$ cat src/sv/schwarzschild_infall_rk4_step_core_defines.svh
// Assertion macros for the infall stepper core.
// Used by the top level; expects clk_i and rst_ni in scope.
`ifndef SCHWARZSCHILD_INFALL_RK4_STEP_CORE_DEFINES_SVH
`define SCHWARZSCHILD_INFALL_RK4_STEP_CORE_DEFINES_SVH
// same-cycle implication
`define SIFR_ASSERT_IMP(name, ante, cons, msg) \
  name: assert property (@(posedge clk_i) disable iff (!rst_ni) (ante) |-> (cons)) \
    else $error(msg);
// next-cycle implication
`define SIFR_ASSERT_NXT(name, ante, cons, msg) \
  name: assert property (@(posedge clk_i) disable iff (!rst_ni) (ante) |=> (cons)) \
    else $error(msg);
`endif

$ cat src/sv/sifr_pkg.sv
// Shared types, constants and tables for the infall stepper.
// No dependencies.
package sifr_pkg;

  localparam int FRAC_BITS    = 16;
  localparam int CORDIC_STEPS = 16;
  localparam int DIV_NUM_W    = 48;
  localparam int DIV_DEN_W    = 31;
  localparam int SQRT_STEPS   = 32;
  localparam int CORD_W       = 36;
  localparam int ZW           = 34;

  localparam logic [30:0] QCAP         = 31'h7FFF_FFFF;
  localparam logic [31:0] K_CAP        = 32'h8000_0000;
  localparam logic [31:0] TURN_PER_RAD = 32'd683565276;
  localparam logic [31:0] INV_GAIN_Q30 = 32'd652032874;
  localparam logic [16:0] ONE_Q        = 17'h1_0000;
  localparam logic signed [ZW-1:0] Z_QUARTER = 34'sh0_4000_0000;
  localparam logic signed [ZW-1:0] Z_HALF    = 34'sh0_8000_0000;

  // 2^20 = 6 * DIV6_HI + 4; DIV6_RCP = ceil(2^25 / 6), exact below 2^22
  localparam logic [17:0] DIV6_HI  = 18'd174762;
  localparam logic [22:0] DIV6_RCP = 23'd5592406;

  localparam logic       CMD_ADVANCE = 1'b0;
  localparam logic       CMD_RELOAD  = 1'b1;

  localparam logic [2:0] REG_HORIZON = 3'd0;
  localparam logic [2:0] REG_START_R = 3'd1;
  localparam logic [2:0] REG_START_A = 3'd2;
  localparam logic [2:0] REG_ENERGY  = 3'd3;
  localparam logic [2:0] REG_ANG_MOM = 3'd4;
  localparam logic [2:0] REG_SCALE   = 3'd5;

  typedef enum logic [4:0] {
    ST_IDLE, ST_E2, ST_E2W, ST_EV_A, ST_EV_AW, ST_EV_QW, ST_EV_B, ST_EV_BW,
    ST_EV_P, ST_EV_T, ST_EV_SW, ST_MID, ST_MIDW, ST_SUM, ST_SUMD, ST_SUMQ,
    ST_SUMW, ST_W1, ST_W1W, ST_W2, ST_W2W, ST_R1, ST_R2, ST_R3, ST_R4, ST_R5,
    ST_PL1, ST_PL2, ST_PL3, ST_PL4, ST_PLW, ST_OUT
  } state_e;

  function automatic logic [31:0] atan_turn(input logic [4:0] i);
    logic [31:0] v;
    case (i)
      5'd0:  v = 32'd536870912;
      5'd1:  v = 32'd316933406;
      5'd2:  v = 32'd167458907;
      5'd3:  v = 32'd85004756;
      5'd4:  v = 32'd42667331;
      5'd5:  v = 32'd21354465;
      5'd6:  v = 32'd10679838;
      5'd7:  v = 32'd5340245;
      5'd8:  v = 32'd2670163;
      5'd9:  v = 32'd1335087;
      5'd10: v = 32'd667544;
      5'd11: v = 32'd333772;
      5'd12: v = 32'd166886;
      5'd13: v = 32'd83443;
      5'd14: v = 32'd41722;
      5'd15: v = 32'd20861;
      5'd16: v = 32'd10430;
      5'd17: v = 32'd5215;
      5'd18: v = 32'd2608;
      5'd19: v = 32'd1304;
      5'd20: v = 32'd652;
      5'd21: v = 32'd326;
      5'd22: v = 32'd163;
      5'd23: v = 32'd81;
      default: v = 32'd0;
    endcase
    return v;
  endfunction

  function automatic logic [30:0] sat31(input logic [DIV_NUM_W-1:0] v);
    return (v > {17'd0, QCAP}) ? QCAP : v[30:0];
  endfunction

endpackage

$ cat src/sv/sifr_div.sv
// Restoring unsigned divider, one quotient bit per cycle.
// Depends on sifr_pkg.
module sifr_div import sifr_pkg::*; (
  input  logic                 clk_i,
  input  logic                 rst_ni,
  input  logic                 start_i,
  input  logic [DIV_NUM_W-1:0] num_i,
  input  logic [DIV_DEN_W-1:0] den_i,
  output logic                 done_o,
  output logic [DIV_NUM_W-1:0] quot_o
);
  localparam int CW = $clog2(DIV_NUM_W);

  logic                 busy_q, done_q;
  logic [CW-1:0]        cnt_q;
  logic [DIV_NUM_W-1:0] n_q;
  logic [DIV_DEN_W-1:0] den_q;
  logic [DIV_DEN_W:0]   rem_q, tmp;
  logic                 qbit;

  assign tmp  = {rem_q[DIV_DEN_W-1:0], n_q[DIV_NUM_W-1]};
  assign qbit = (tmp >= {1'b0, den_q});

  always_ff @(posedge clk_i or negedge rst_ni) begin
    if (!rst_ni) begin
      busy_q <= 1'b0;
      done_q <= 1'b0;
      cnt_q  <= '0;
    end else begin
      done_q <= 1'b0;
      if (start_i) begin
        busy_q <= 1'b1;
        cnt_q  <= '0;
      end else if (busy_q) begin
        if (cnt_q == CW'(DIV_NUM_W - 1)) begin
          busy_q <= 1'b0;
          done_q <= 1'b1;
        end
        cnt_q <= cnt_q + 1'b1;
      end
    end
  end

  always_ff @(posedge clk_i) begin
    if (start_i) begin
      n_q   <= num_i;
      den_q <= den_i;
      rem_q <= '0;
    end else if (busy_q) begin
      rem_q <= qbit ? (tmp - {1'b0, den_q}) : tmp;
      n_q   <= {n_q[DIV_NUM_W-2:0], qbit};
    end
  end

  assign done_o = done_q;
  assign quot_o = n_q;
endmodule

$ cat config.mk
export PLATFORM = sky130hd
export DESIGN_NAME = sifr_div
export DESIGN_NICKNAME = d
export VERILOG_FILES = /design/src/sv/schwarzschild_infall_rk4_step_core_defines.svh /design/src/sv/sifr_pkg.sv /design/src/sv/sifr_div.sv
export SDC_FILE = /design/constraint.sdc
export NUM_CORES = 1
export LEC_CHECK = 0
export BUFFER_PORTS_ARGS = -buffer_cell sky130_fd_sc_hd__buf_4
export CAP_MARGIN = 0
export CORE_MARGIN = 4
export CORE_UTILIZATION = 50
export CTS_BUF_LIST = sky130_fd_sc_hd__clkbuf_8 sky130_fd_sc_hd__clkbuf_16
export CTS_CLUSTER_DIAMETER = 100
export DETAILED_ROUTE_END_ITERATION = 16
export PLACE_DENSITY = 0.82
export SLEW_MARGIN = 0
export SYNTH_ARGS = -nofsm -noshare
export SYNTH_HDL_FRONTEND = slang
export SYNTH_SLANG_ARGS = --single-unit
export TNS_END_PERCENT = 100
$ cat constraint.sdc
create_clock -name clk_i -period 2.55 [get_ports clk_i]
set_input_delay 0.255 -clock clk_i [delete_from_list [all_inputs] [get_ports clk_i]]
set_output_delay 0.255 -clock clk_i [all_outputs]
set_load 0.1 [all_outputs]
Yosys cells after proc, flatten, opt, wreduce, memory -nomap -nowiden
Cells that the tools add are included.
{"block": "word_totals", "reg_bits": 118, "inputBits": 82, "output_inout_bits": 49, "elab_cells": 22}
{"block": "classes", "addsub": 2, "n_lt_le_gt_ge": 1, "n_eq_ne": 1, "n_mux": 11, "reduce_logical": 1}
{"operator": "two-way mux 48 bit", "n": 2}
{"operator": ">= comparator 32 x 31 -> 1 bit", "n": 1}
{"operator": "two-way mux 31 bit", "n": 1}
{"operator": "subtractor 31 bit", "n": 1}
{"operator": "two-way mux 6 bit", "n": 2}
{"operator": "adder 6 x 1 -> 6 bit, second input constant", "n": 1}
{"operator": "== test 6 bit, second input constant", "n": 1}
{"operator": "two-way mux 1 bit", "n": 6}
{"operator": "nonzero test 2 bit", "n": 1}

Longest topological paths before layout
{"block": "depth", "word_depth": 4, "ltp_mapped": 12, "ltp_nobuf": 11}

Worst setup path after synthesis
Ideal clock, no wire load.
{"block": "synth_timing", "path_type": "flip-flop to flip-flop", "startpoint": "register n_q[47], in the netlist quot_o[47]", "endpoint": "register rem_q[28]", "setup_time_ps": 91, "t_arrival_ps": 3151, "required_time_ps": 2459, "slack_ps": -692, "path_stages_with_launch": 13, "path_buffers": 1, "synth_period_minus_slack_ps": 3242, "path_cell_list": "edfxtp_1 -> inv_1 -> ha_1 -> fa_1 -> nor2b_4 -> o31a_4 -> a21oi_4 -> o21ai_2 -> a2111oi_4 -> nor2_2 -> buf_4 -> nand4_1 -> a311oi_1"}
{"block": "synth_between", "elab_chain_cells": 2, "elab_cells_between_ends": 3, "cone_classes": "add/sub (1); order compare (1); mux (1)"}
{"item": "start, declared", "line": "sifr_div.sv:16", "text": "logic [DIV_NUM_W-1:0] n_q;"}
{"item": "start signal, assigned", "line": "sifr_div.sv:46", "text": "n_q <= num_i;"}
{"item": "start signal, assigned", "line": "sifr_div.sv:51", "text": "n_q <= {n_q[DIV_NUM_W-2:0], qbit};"}
{"item": "subtractor 31 bit / >= comparator 32 x 31 -> 1 bit (equally long branches)", "line": "sifr_div.sv:50, sifr_div.sv:22"}
{"item": "two-way mux 31 bit (*)", "line": "sifr_div.sv:50", "text": "rem_q <= qbit ? (tmp - {1'b0, den_q}) : tmp;"}
{"item": "end signal, assigned", "line": "sifr_div.sv:50"}
{"item": "end, declared", "line": "sifr_div.sv:18", "text": "logic [DIV_DEN_W:0] rem_q, tmp;"}
Mark *: on every way between the ends. The rest lies on a longest branch, timed or not.
A chain may end at the register's enable or synchronous reset.

Worst setup path in the final report
{"block": "layout_timing", "startpoint": "register den_q[0]", "endpoint": "register rem_q[22]"}
{"block": "layout_between", "elab_chain_cells": 2, "elab_cells_between_ends": 3, "cone_classes": "add/sub (1); order compare (1); mux (1)"}
{"item": "start, declared", "line": "sifr_div.sv:17", "text": "logic [DIV_DEN_W-1:0] den_q;"}
{"item": "start signal, assigned", "line": "sifr_div.sv:47", "text": "den_q <= den_i;"}
{"item": "subtractor 31 bit / >= comparator 32 x 31 -> 1 bit (equally long branches)", "line": "sifr_div.sv:50, sifr_div.sv:22"}
{"item": "two-way mux 31 bit (*)", "line": "sifr_div.sv:50"}
Marks and branches as above.

==> results.sh <==
export IMPL_status="complete, but fails checks"
export IMPL_failed_checks="negative setup slack"
export IMPL_via_per_inst=5.64
export IMPL_drt_total_wl_um=18700
export IMPL_grt_first_pass_wirelength_um=28900
export IMPL_yosysSeqAreaShare=0.488
export IMPL_peakVddDrop_mv=0.532
export IMPL_netlist_area_sq_um=6550
export IMPL_r2r_slack_ns=-0.10
export IMPL_syn_nets=716
export IMPL_intPower_w=0.00419
export IMPL_switching_power_w=0.00192
export IMPL_crit_fanout=4
export IMPL_antenna_found_initial=0
export IMPL_slew_limit_headroom=0.565
export IMPL_first_global_vias=6054
export IMPL_final_core_util=0.746
export IMPL_cts_buffer_depth=2
export IMPL_vias=5720
export IMPL_dr_pass1_iters=8
export IMPL_rows=41
export IMPL_die_h_um=122
export IMPL_core_area_sq_um=12700
export IMPL_period_minus_slack_ns=2.65
export IMPL_pre_cts_ws_ns=-0.203
export IMPL_antenna_cells=0
export IMPL_antenna_left=0
export IMPL_whs_path_depth=1
export IMPL_share_comb_of_total_power=0.225
export IMPL_routabilityCongestion=1.01
export IMPL_yosys_warnings=0
export IMPL_hold_class="in2reg"
export IMPL_cts_buffers=17
export IMPL_pwr_share_seq=0.370
export IMPL_cp_slowest_stage_delay_ns=0.41
export IMPL_start_util=0.515
export IMPL_maxCapViolations=0
export IMPL_crit_chain="ha_4, fa_2, nor2b_4, o31a_4, buf_4, nand4_1, a31oi_2, o21ai_2, o21ai_0, xnor2_1, o211ai_1"
export IMPL_swShare=0.314
export IMPL_final_layout_size_suffix_gt1_frac=0.412
export IMPL_rsz0062_at_grt="yes"
export IMPL_netlist_instances=601
export IMPL_cellLeakagePower_nw=3.99
export IMPL_rr_endpoint="rem_q[22]"
export IMPL_fmax_mhz=377
export IMPL_layout_commonest_cell="buf_4"
export IMPL_total_power_w=0.00611
export IMPL_grt_max_degree=60
export IMPL_setup_violations_final=18
export IMPL_end_kind="register"
export IMPL_critPathLaunchType="register"
export IMPL_hp_start="den_i[16]"
export IMPL_grt_overflow=0
export IMPL_clock_sinks=118
export IMPL_critPathArrivalTime_ns=2.94
export IMPL_synth_distinct_cells=59
export IMPL_ys_ff_latch=118
export IMPL_hold_end="den_q[16]"
export IMPL_worst_setup_path_type="reg2reg"
export IMPL_nFillCells=861
export IMPL_clkPwrFrac=0.404
export IMPL_place_hpwl_um=12300
export IMPL_worst_slack_ns=-0.103
export IMPL_drt_iter0_drc=428
export IMPL_seq_area_sq_um=3190
export IMPL_slowest_stage="edfxtp_1"
export IMPL_root_buffer="clkbuf_16"
export IMPL_final_period_utilization=1.04
export IMPL_worst_slew_pin_slew_ns=0.651
export IMPL_hold_violations=0
export IMPL_multi_input_area_sq_um=3390
export IMPL_synth_ff_type="edfxtp_1"
export IMPL_areaGrowthSynthToFinish_pct=44.9
export IMPL_worstPathRequired_ns=2.84
export IMPL_final_cell_mix="buf_4 (193), edfxtp_1 (79), mux2_2 (48), nand2_1 (46), nor2_1 (38)"
export IMPL_syn_avg_cell_area_sq_um=10.9
export IMPL_port_buffers=130
export IMPL_insertion_delay_ns=0.43
export IMPL_rr_worst_depth=11
export IMPL_cts_tree="built"
export IMPL_drv_slew=0
export IMPL_synth_edff_count=79
export IMPL_avgRoutedWirePerCell_um=18.4
export IMPL_async_flop_share=0.0678
export IMPL_placed_cells=938
export IMPL_powerDensity_nw_per_um2=644
export IMPL_layout_cells_non_filler=1015
export IMPL_grt_usage=0.248
export IMPL_cts_max_level=4
export IMPL_dieArea_sq_um=15000
export IMPL_die_w_um=122
export IMPL_drc=0
export IMPL_rr_startpoint="den_q[0]"
export IMPL_layout_nets=945
export IMPL_clk_pin_slew_ns=0.05
export IMPL_skew_ns=0.0105
export IMPL_ios=131
metal layers:
layer | global-route usage | vias up | share of wire
met3 | 0.0848 | 50 | 0.096
met4 | 0.110 | 0 | 0.025
met1 | 0.275 | 2717 | 0.37
met5 | 0 | - | 0
li1 | - | 2671 | -
met2 | 0.431 | 282 | 0.51
logic make-up after synthesis:
family / count (synthesis) / share of synthesized area
XOR/XNOR: 30 / 0.0401
AND/OR/NAND/NOR: 145 / 0.103
flip-flops: 118 / 0.488
adder cells (fa/ha/maj): 33 / 0.0642
multiplexers: 69 / 0.115
AO/OA/AOI/OAI: 141 / 0.149
buffers and inverters: 65 / 0.0407
synthesized netlist by cell type, types with 4 or more instances:
| cell type | number | share of area |
|---|---|---|
| and3_1 | 8 | 0.0076 |
| xor2_1 | 11 | 0.015 |
| a21o_1 | 8 | 0.0092 |
| a211oi_1 | 16 | 0.018 |
| inv_1 | 40 | 0.023 |
| a311oi_1 | 6 | 0.0080 |
| ha_1 | 32 | 0.061 |
| dfrtp_1 | 8 | 0.031 |
| o21ai_1 | 10 | 0.0076 |
| buf_1 | 4 | 0.0023 |
| edfxtp_1 | 79 | 0.36 |
| nand3_1 | 7 | 0.0054 |
| nor3_1 | 5 | 0.0038 |
| clkbuf_1 | 15 | 0.0086 |
| mux2i_1 | 21 | 0.032 |
| a31oi_1 | 5 | 0.0048 |
| and2_1 | 6 | 0.0057 |
| xnor2_1 | 19 | 0.025 |
| a21oi_1 | 35 | 0.027 |
| or3_1 | 6 | 0.0057 |
| nor2_1 | 42 | 0.024 |
| mux2_2 | 48 | 0.083 |
| o21ai_0 | 22 | 0.017 |
| o21a_1 | 5 | 0.0057 |
| o211ai_1 | 7 | 0.0080 |
| nand4_1 | 7 | 0.0067 |
| nand2b_1 | 4 | 0.0038 |
| dfxtp_1 | 31 | 0.095 |
| nand2_1 | 48 | 0.028 |
| o21bai_1 | 5 | 0.0057 |
worst max path at each step:
stage | cells after the start | end | startpoint
floorplan | 11 | quot_o[0] | quot_o[47]
global placement | 11 | rem_q[27] | den_q[1]
detailed placement | 11 | rem_q[27] | den_q[1]
CTS | 12 | rem_q[17] | quot_o[47]
global route | 11 | rem_q[25] | den_q[17]
finish | 11 | rem_q[22] | den_q[0]
sequential cells by signal, indices dropped and copies added (netlist names):
name    flops
den_q      31
rem_q      31
done_o      1
quot_o     48
cnt_q       6
busy_q      1
stage by stage:
step           setup TNS [ns]  hold WS, ns  area, sq um
6_report               -0.850       0.0164         9490
3_3_place_gp           -0.118       0.0744         8130
3_5_place_dp           -0.983       0.0772         8130
5_1_grt                 -3.50      0.00333         9490
4_1_cts                -0.478     0.000203         9220
2_1_floorplan          -16.31      -0.0406         6560
critical path: cells and delay by family, from the launching register on:
| family | cells | cell delay (ns) |
|---|---|---|
| AOI/OAI and AO/OA | 5 | 0.98 |
| xor gates and xnor gates | 1 | 0.19 |
| and+or+nand+nor | 2 | 0.25 |
| DFF | 1 | 0.41 |
| buffers and inverters | 1 | 0.11 |
| adders and majority gates | 2 | 0.58 |
timing repair:
item | in CTS | in global routing
hold endpoints to repair | 38 | 0
gates resized for setup | 17 | 55
hold buffers | 31 | 0
pin swaps | 11 | 38
buffers inserted | 8 | 5
endpoints found under the setup margin | 22 | 32
cloned | 1 | 0
power groups by stage:
stage	clock network, W	logic (W)	registers, W
floorplan	0	0.000313	0.00286
global placement	0	0.00124	0.00229
detailed placement	0	0.00126	0.00229
CTS	0.00249	0.00131	0.00226
global route	0.00260	0.00144	0.00228
finish	0.00247	0.00138	0.00226
area by class of cell:
class | instances | share of cell area
Sequential cell | 118 | 0.337
Timing Repair Buffer | 235 | 0.203
Multi-Input combinational cell | 418 | 0.358
Clock inverter | 15 | 0.0190
Tap cell | 172 | 0.0227
Clock buffer | 17 | 0.0448
Inverter | 40 | 0.0158
Power figures use the tool's default switching activity.
