### src/sv/schwarzschild_infall_rk4_step_core_defines.svh
// Assertion macros for the infall stepper core.
// Used by the top level; expects clk_i and rst_ni in scope.
`ifndef SCHWARZSCHILD_INFALL_RK4_STEP_CORE_DEFINES_SVH
`define SCHWARZSCHILD_INFALL_RK4_STEP_CORE_DEFINES_SVH
// same-cycle implication
`define SIFR_ASSERT_IMP(name, ante, cons, msg) \
  name: assert property (@(posedge clk_i) disable iff (!rst_ni) (ante) |-> (cons)) \
    else $error(msg);
// next-cycle implication
`define SIFR_ASSERT_NXT(name, ante, cons, msg) \
  name: assert property (@(posedge clk_i) disable iff (!rst_ni) (ante) |=> (cons)) \
    else $error(msg);
`endif

### src/sv/sifr_pkg.sv
// Shared types, constants and tables for the infall stepper.
// No dependencies.
package sifr_pkg;

  localparam int FRAC_BITS    = 16;
  localparam int CORDIC_STEPS = 16;
  localparam int DIV_NUM_W    = 48;
  localparam int DIV_DEN_W    = 31;
  localparam int SQRT_STEPS   = 32;
  localparam int CORD_W       = 36;
  localparam int ZW           = 34;

  localparam logic [30:0] QCAP         = 31'h7FFF_FFFF;
  localparam logic [31:0] K_CAP        = 32'h8000_0000;
  localparam logic [31:0] TURN_PER_RAD = 32'd683565276;
  localparam logic [31:0] INV_GAIN_Q30 = 32'd652032874;
  localparam logic [16:0] ONE_Q        = 17'h1_0000;
  localparam logic signed [ZW-1:0] Z_QUARTER = 34'sh0_4000_0000;
  localparam logic signed [ZW-1:0] Z_HALF    = 34'sh0_8000_0000;

  // 2^20 = 6 * DIV6_HI + 4; DIV6_RCP = ceil(2^25 / 6), exact below 2^22
  localparam logic [17:0] DIV6_HI  = 18'd174762;
  localparam logic [22:0] DIV6_RCP = 23'd5592406;

  localparam logic       CMD_ADVANCE = 1'b0;
  localparam logic       CMD_RELOAD  = 1'b1;

  localparam logic [2:0] REG_HORIZON = 3'd0;
  localparam logic [2:0] REG_START_R = 3'd1;
  localparam logic [2:0] REG_START_A = 3'd2;
  localparam logic [2:0] REG_ENERGY  = 3'd3;
  localparam logic [2:0] REG_ANG_MOM = 3'd4;
  localparam logic [2:0] REG_SCALE   = 3'd5;

  typedef enum logic [4:0] {
    ST_IDLE, ST_E2, ST_E2W, ST_EV_A, ST_EV_AW, ST_EV_QW, ST_EV_B, ST_EV_BW,
    ST_EV_P, ST_EV_T, ST_EV_SW, ST_MID, ST_MIDW, ST_SUM, ST_SUMD, ST_SUMQ,
    ST_SUMW, ST_W1, ST_W1W, ST_W2, ST_W2W, ST_R1, ST_R2, ST_R3, ST_R4, ST_R5,
    ST_PL1, ST_PL2, ST_PL3, ST_PL4, ST_PLW, ST_OUT
  } state_e;

  function automatic logic [31:0] atan_turn(input logic [4:0] i);
    logic [31:0] v;
    case (i)
      5'd0:  v = 32'd536870912;
      5'd1:  v = 32'd316933406;
      5'd2:  v = 32'd167458907;
      5'd3:  v = 32'd85004756;
      5'd4:  v = 32'd42667331;
      5'd5:  v = 32'd21354465;
      5'd6:  v = 32'd10679838;
      5'd7:  v = 32'd5340245;
      5'd8:  v = 32'd2670163;
      5'd9:  v = 32'd1335087;
      5'd10: v = 32'd667544;
      5'd11: v = 32'd333772;
      5'd12: v = 32'd166886;
      5'd13: v = 32'd83443;
      5'd14: v = 32'd41722;
      5'd15: v = 32'd20861;
      5'd16: v = 32'd10430;
      5'd17: v = 32'd5215;
      5'd18: v = 32'd2608;
      5'd19: v = 32'd1304;
      5'd20: v = 32'd652;
      5'd21: v = 32'd326;
      5'd22: v = 32'd163;
      5'd23: v = 32'd81;
      default: v = 32'd0;
    endcase
    return v;
  endfunction

  function automatic logic [30:0] sat31(input logic [DIV_NUM_W-1:0] v);
    return (v > {17'd0, QCAP}) ? QCAP : v[30:0];
  endfunction

endpackage

### src/sv/sifr_sqrt.sv
// Floor integer square root of a 64-bit word, two bits per cycle.
// Depends on sifr_pkg.
module sifr_sqrt import sifr_pkg::*; (
  input  logic        clk_i,
  input  logic        rst_ni,
  input  logic        start_i,
  input  logic [63:0] n_i,
  output logic        done_o,
  output logic [31:0] root_o
);
  localparam int CW = $clog2(SQRT_STEPS);

  logic          busy_q, done_q;
  logic [CW-1:0] cnt_q;
  logic [63:0]   n_q;
  logic [35:0]   rem_q, tmp, trial;
  logic [31:0]   root_q;
  logic          bit_ok;

  assign tmp    = {rem_q[33:0], n_q[63:62]};
  assign trial  = {2'b00, root_q, 2'b01};
  assign bit_ok = (tmp >= trial);

  always_ff @(posedge clk_i or negedge rst_ni) begin
    if (!rst_ni) begin
      busy_q <= 1'b0;
      done_q <= 1'b0;
      cnt_q  <= '0;
    end else begin
      done_q <= 1'b0;
      if (start_i) begin
        busy_q <= 1'b1;
        cnt_q  <= '0;
      end else if (busy_q) begin
        if (cnt_q == CW'(SQRT_STEPS - 1)) begin
          busy_q <= 1'b0;
          done_q <= 1'b1;
        end
        cnt_q <= cnt_q + 1'b1;
      end
    end
  end

  always_ff @(posedge clk_i) begin
    if (start_i) begin
      n_q    <= n_i;
      rem_q  <= '0;
      root_q <= '0;
    end else if (busy_q) begin
      rem_q  <= bit_ok ? (tmp - trial) : tmp;
      root_q <= {root_q[30:0], bit_ok};
      n_q    <= {n_q[61:0], 2'b00};
    end
  end

  assign done_o = done_q;
  assign root_o = root_q;
endmodule

### config.mk
export PLATFORM = sky130hd
export DESIGN_NAME = sifr_sqrt
export DESIGN_NICKNAME = d
export VERILOG_FILES = /design/src/sv/schwarzschild_infall_rk4_step_core_defines.svh /design/src/sv/sifr_pkg.sv /design/src/sv/sifr_sqrt.sv
export SDC_FILE = /design/constraint.sdc
export NUM_CORES = 1
export LEC_CHECK = 0
export BUFFER_PORTS_ARGS = -buffer_cell sky130_fd_sc_hd__buf_2
export CORE_MARGIN = 2
export CORE_UTILIZATION = 30
export CTS_BUF_LIST = sky130_fd_sc_hd__clkbuf_16
export CTS_CLUSTER_DIAMETER = 120
export CTS_CLUSTER_SIZE = 30
export DETAILED_ROUTE_END_ITERATION = 6
export PLACE_DENSITY = 0.54
export REMOVE_ABC_BUFFERS = 1
export SYNTH_ARGS = -nofsm -noshare
export SYNTH_HDL_FRONTEND = slang
export SYNTH_SLANG_ARGS = --single-unit
### constraint.sdc
create_clock -name clk_i -period 4.3 [get_ports clk_i]
set_input_delay 0.215 -clock clk_i [delete_from_list [all_inputs] [get_ports clk_i]]
set_output_delay 0.215 -clock clk_i [all_outputs]
set_load 0.1 [all_outputs]
; ---- Word level (Yosys, flattened, before mapping)
; Cells that the tools add are included.
[totals]
elab_cells = 22
register_bits = 137
output_inout_bits = 33
[classes]
add_sub_neg = 2
muxes = 11
reduce_logical = 1
n_eq_ne = 1
magnitude_cmp = 1
[ops]
columns = operator, n
row1 = 2-to-1 mux 64 bit, 2
row2 = greater-or-equal comparator 36 x 34 -> 1 bit, 1
row3 = 2-to-1 mux 34 bit, 1
row4 = subtractor 34 bit, 1
row5 = 2-to-1 mux 5 bit, 2
row6 = 2-to-1 mux 1 bit, 6
row7 = "adder 5 x 1 -> 5 bit, second input constant", 1
row8 = "== test 5 bit, second input constant", 1
row9 = nonzero test 2 bit, 1

; ---- Logic depth before layout (Yosys ltp)
[depth]
word_depth = 4
depth_mapped = 14
mapped_depth_nobuf = 10

; ---- Least setup slack after synthesis
; OpenSTA, ideal clock, no wires.
[synth_timing]
kind = reg-to-reg
from = register root_q[0], in the netlist root_o[0]
to = register rem_q[11]
t_required_ns = 4.212
t_arrival_ns = 3.577
stages_incl_launch_ff = 14
slack_ns = 0.634
synth_period_minus_slack_ns = 3.666
path_cell_list = dfxtp_1 > inv_1 > ha_1 > nor2b_4 > o31a_1 > o311a_4 > o21a_4 > or4_4 > buf_6 > nand2_4 > buf_12 > buf_12 > nand2_2 > a311oi_2
[synth_via]
elab_chain_len = 2
[synth_rtl]
columns = element, line
row1 = from (decl), sifr_sqrt.sv:17  ; logic [31:0] root_q;
row2 = from (signal assigned), sifr_sqrt.sv:51  ; root_q <= {root_q[30:0], bit_ok};
row3 = subtractor 34 bit or greater-or-equal comparator 36 x 34 -> 1 bit (tied branches), "sifr_sqrt.sv:50, sifr_sqrt.sv:22"
row4 = 2-to-1 mux 34 bit (*), sifr_sqrt.sv:50  ; rem_q <= bit_ok ? (tmp - trial) : tmp;
row5 = to (signal assigned), sifr_sqrt.sv:50
row6 = to (decl), sifr_sqrt.sv:16  ; logic [35:0] rem_q, tmp, trial;
; Every way passes the cells marked *; elsewhere a longest branch is shown, timed or not.
; A chain may end at the register's enable or synchronous reset.

; ---- Final worst setup path
[layout_timing]
from = register root_q[0], in the netlist root_o[0]
to = register rem_q[25]
; The elaborated chain is that of the path after synthesis.

==> report_table.html <==
<table>
<tr><th>Metric</th><th>Value</th></tr>
<tr><th colspan="2">Run status</th></tr>
<tr><td>Result of the run</td><td>completed</td></tr>
<tr><th colspan="2">Final layout</th></tr>
<tr><td>Net count reported at finish</td><td>976</td></tr>
<tr><td>Finished Cell Area</td><td>9280 sq um</td></tr>
<tr><td>Share of cells above drive strength 1</td><td>0.275</td></tr>
<tr><td>Area added between synthesis and finish</td><td>17.2%</td></tr>
<tr><th colspan="2">GRT</th></tr>
<tr><td>Number of global-route vias before repair</td><td>5957</td></tr>
<tr><td>Grt total ovfl</td><td>0</td></tr>
<tr><td>Initial antenna violation count</td><td>7</td></tr>
<tr><td>First-pass GRT wire length</td><td>30400 um</td></tr>
<tr><td>All-Layer GR Usage</td><td>0.135</td></tr>
<tr><td>Maximum number of pins on one net before global-route repair</td><td>76</td></tr>
<tr><th colspan="2">Yosys</th></tr>
<tr><td>Main synth FF type</td><td>sky130_fd_sc_hd__dfxtp_1</td></tr>
<tr><td>Area leader, netlist</td><td>sky130_fd_sc_hd__edfxtp_1</td></tr>
<tr><td>Mapped cell area</td><td>7920 sq um</td></tr>
<tr><td>Leading cell type by number of instances after synthesis</td><td>sky130_fd_sc_hd__nor2_1</td></tr>
<tr><td>Number of register bits inferred by synthesis</td><td>137</td></tr>
<tr><td>Yosys cell types</td><td>65</td></tr>
<tr><td>Count of synthesis-stage warnings from yosys</td><td>0</td></tr>
<tr><td>Synth area leaders</td><td>sky130_fd_sc_hd__edfxtp_1 24%, sky130_fd_sc_hd__dfxtp_1 17%, sky130_fd_sc_hd__mux2_2 9.2%</td></tr>
<tr><td>Post-synthesis sequential area ratio</td><td>0.431</td></tr>
<tr><td>FFs w/ async S/R, synth</td><td>0.0511</td></tr>
<tr><td>Proportion of netlist area held by the largest area contributor</td><td>0.243</td></tr>
<tr><td>Syn Area/Cell</td><td>10.0 sq um</td></tr>
<tr><td>Synthesized instance count</td><td>790</td></tr>
<tr><td>EDFF count, synth</td><td>64</td></tr>
<tr><td>Most numerous cell types in the synthesized netlist</td><td>90 x sky130_fd_sc_hd__nor2_1, 66 x sky130_fd_sc_hd__dfxtp_1, 65 x sky130_fd_sc_hd__mux2_2</td></tr>
<tr><th colspan="2">Run</th></tr>
<tr><td>Max Cap Viol</td><td>0</td></tr>
<tr><th colspan="2">Critical path</th></tr>
<tr><td>Total buffers and inverters traversed by the critical path</td><td>1</td></tr>
<tr><td>Crit path kind</td><td>reg2reg</td></tr>
<tr><td>Crit path cell chain</td><td>inv_1, ha_1, nor2b_4, o31a_1, o311a_4, o21a_4, or4_4, nand2_4, nand2_1, a311oi_1</td></tr>
<tr><td>Delay-heaviest family, CP</td><td>simple AND/OR/NAND/NOR gates</td></tr>
<tr><td>Critical path's slowest cell</td><td>sky130_fd_sc_hd__or4_4</td></tr>
<tr><td>Register-to-Register Setup Slack</td><td>1060 ps</td></tr>
<tr><td>Kind of end point of the critical path</td><td>flop</td></tr>
<tr><td>R2r worst-path depth</td><td>10</td></tr>
<tr><td>Critical Path AT</td><td>3580 ps</td></tr>
<tr><td>Delay of the slowest cell on the worst path</td><td>570 ps</td></tr>
<tr><td>Kind of launch point of the worst setup path</td><td>flop</td></tr>
<tr><td>Top fanout value on the critical path</td><td>30</td></tr>
<tr><td>CP Data Required Time</td><td>4630 ps</td></tr>
<tr><td>Critical path depth in cells</td><td>10</td></tr>
<tr><th colspan="2">Placement</th></tr>
<tr><td>Detail Placement HPWL</td><td>12900 um</td></tr>
<tr><td>Port Buf Inserts</td><td>99</td></tr>
<tr><td>Global placement routability congestion</td><td>0.794</td></tr>
<tr><td>Area after detailed placement</td><td>8670 sq um</td></tr>
<tr><th colspan="2">Drt</th></tr>
<tr><td>Met2 WL</td><td>8290 um</td></tr>
<tr><td>Total number of vias</td><td>6049</td></tr>
<tr><td>Aggregate routed wire length</td><td>18600 um</td></tr>
<tr><td>Remaining number of nets flagged by the antenna check after routing</td><td>0</td></tr>
<tr><td>Average wire length per cell after detail routing</td><td>15.2 um</td></tr>
<tr><td>Highest layer used for signal routing</td><td>met5</td></tr>
<tr><td>Final routed DRC violation total</td><td>0</td></tr>
<tr><td>Routed length on met3</td><td>1520 um</td></tr>
<tr><td>Wire length the detailed router placed on met1</td><td>8540 um</td></tr>
<tr><td>Iteration count of the initial detailed-routing pass</td><td>5</td></tr>
<tr><td>Via density</td><td>4.94</td></tr>
<tr><td>Starting DRC count in detailed routing</td><td>297</td></tr>
<tr><th colspan="2">Clock network</th></tr>
<tr><td>TritonCTS clock tree</td><td>built</td></tr>
<tr><td>Maximum count of clock buffers along a single path</td><td>2</td></tr>
<tr><td>Clock transition at the register clock pins on the worst setup and hold paths after CTS</td><td>70 ps</td></tr>
<tr><td>Post-cts gate resize count</td><td>0</td></tr>
<tr><td>Clk sinks</td><td>137</td></tr>
<tr><td>CTS root buffer</td><td>sky130_fd_sc_hd__clkbuf_16</td></tr>
<tr><td>CTS HTree Levels</td><td>4</td></tr>
<tr><td>Clock network latency to the later pin of the worst-skew pair</td><td>430 ps</td></tr>
<tr><td>CTS Buf Count</td><td>17</td></tr>
<tr><th colspan="2">Floorplan</th></tr>
<tr><td>Die W</td><td>167 um</td></tr>
<tr><td>Die extent in y</td><td>167 um</td></tr>
<tr><td>Effective utilization at floorplan</td><td>0.305</td></tr>
<tr><td>Count of standard-cell rows</td><td>59</td></tr>
<tr><td>Die area</td><td>27700 sq um</td></tr>
<tr><td>Core region area</td><td>26000 sq um</td></tr>
<tr><td>IO Pins</td><td>100</td></tr>
<tr><th colspan="2">Min path</th></tr>
<tr><td>Hold/Removal Path Class</td><td>in2reg</td></tr>
<tr><td>Cell depth of the worst min-delay path</td><td>2</td></tr>
<tr><th colspan="2">Power and ir drop</th></tr>
<tr><td>Worst VDD drop</td><td>0.416 mV</td></tr>
<tr><td>Reported net switching power</td><td>2.64 mW</td></tr>
<tr><td>Areal power density over the cells</td><td>692 nW/um^2</td></tr>
<tr><td>Lkg Pwr</td><td>4.04 nW</td></tr>
<tr><td>Internal portion of total power</td><td>3.78 mW</td></tr>
<tr><td>Comb power frac</td><td>0.507</td></tr>
<tr><td>Share of total power in sequential cells</td><td>0.261</td></tr>
<tr><td>Share of total power consumed by net switching</td><td>0.411</td></tr>
<tr><td>Share of power burned in the clock network</td><td>0.232</td></tr>
<tr><td>Total power</td><td>6.42 mW</td></tr>
<tr><th colspan="2">STA</th></tr>
<tr><td>Hold slack final</td><td>67.0 ps</td></tr>
<tr><td>Maximum clock rate</td><td>308 MHz</td></tr>
<tr><td>Fraction of the cycle the final worst path needs</td><td>0.754</td></tr>
<tr><td>Setup repair after global routing missed its margin</td><td>no</td></tr>
<tr><td>Count of final hold-check violations</td><td>0</td></tr>
<tr><td>Setup TNS</td><td>0 ps</td></tr>
<tr><td>Min Clock Period, post-route</td><td>3240 ps</td></tr>
<tr><td>Final-report max-slew violation count</td><td>0</td></tr>
<tr><td>Layout Skew</td><td>8.61 ps</td></tr>
<tr><td>Setup Viol. Count Final</td><td>0</td></tr>
<tr><td>Slew HR</td><td>0.360</td></tr>
<tr><td>Slew at the pin closest to its max-slew limit</td><td>960 ps</td></tr>
</table>
==> repair_timing <==
item                      CTS  global route
buffers inserted            0             0
hold buffers                1             0
hold endpoints to repair    7             0
==> cells in the final DEF (no fill, tap or decap), drive strengths merged, types with 9 or more instances in the layout <==
cell and n:
a311oi 24, clkbuf 17, mux2 65, a21oi 44
edfxtp 64, o21ai 26, nor3 12, ha 36
xor2 9, buf 104, xnor2 13, nor2 90
dfxtp 66, mux2i 35, a21o 18, nand4 10
inv 55, nand2 70, nand3 21
==> cell families after synthesis <==
family | after synthesis | share of synthesized area
compound gates | 165 | 0.158
xor+xnor | 22 | 0.0243
fa+ha+maj | 36 | 0.0569
flops | 137 | 0.431
simple gates | 241 | 0.143
mux | 100 | 0.137
buf+inv | 89 | 0.0497
==> metrics by stage <==
| step | util | setup WS [ps] | cells |
|---|---|---|---|
| after floorplan | - | 112 | 749 |
| after global placement | 0.334 | 1120 | 1188 |
| after detailed placement | 0.334 | 1070 | 1188 |
| after CTS | 0.357 | 1040 | 1221 |
| after global routing | 0.357 | 841 | 1222 |
| final | 0.357 | 1060 | 1225 |
==> state kept, by name, indices dropped and copies added (netlist names) <==
| register | flops |
|---|---|
| n_q | 64 |
| rem_q | 34 |
| root_o | 32 |
| cnt_q | 5 |
| busy_q | 1 |
| done_o | 1 |
==> path summary, 6_finish.rpt <==
check                                       start                endpoint
setup / recovery           root_o[0]$_SDFFE_PP0P_  rem_q[25]$_SDFFE_PP0P_
hold / removal                             n_i[0]    n_q[0]$_SDFFCE_PN0P_
setup reg to reg           root_o[0]$_SDFFE_PP0P_  rem_q[25]$_SDFFE_PP0P_
hold reg to reg            rem_q[21]$_SDFFE_PP0P_  rem_q[21]$_SDFFE_PP0P_
max in group asynchronous                  rst_ni        busy_q$_DFF_PN0_
min in group asynchronous                  rst_ni        done_o$_DFF_PN0_
==> metal layers <==
metal | global-route usage | up-vias
li1 | - | 3048
met1 | 0.170 | 2833
met2 | 0.211 | 141
met3 | 0.0573 | 21
met4 | 0.0424 | 6
met5 | 0 | -
==> power groups by stage <==
stage,logic [mW],registers [mW],clock network (mW)
after floorplan,2.46,1.72,0
after global placement,3.25,1.70,0
after detailed placement,3.25,1.70,0
after CTS,3.27,1.68,1.54
after global routing,3.61,1.70,1.59
final,3.25,1.67,1.49
==> final cells by class <==
class                      instances  area (sq um)
antenna                            4          10.0
multi-input combinational        564          4110
timing repair buffer             105           549
tap                              335           419
clock buffer                      17           425
sequential                       137          3420
inverter                          48           180
fill                            2698         16700
clock inverter                    15           164
No activity file was read; power rests on OpenSTA's default activity.
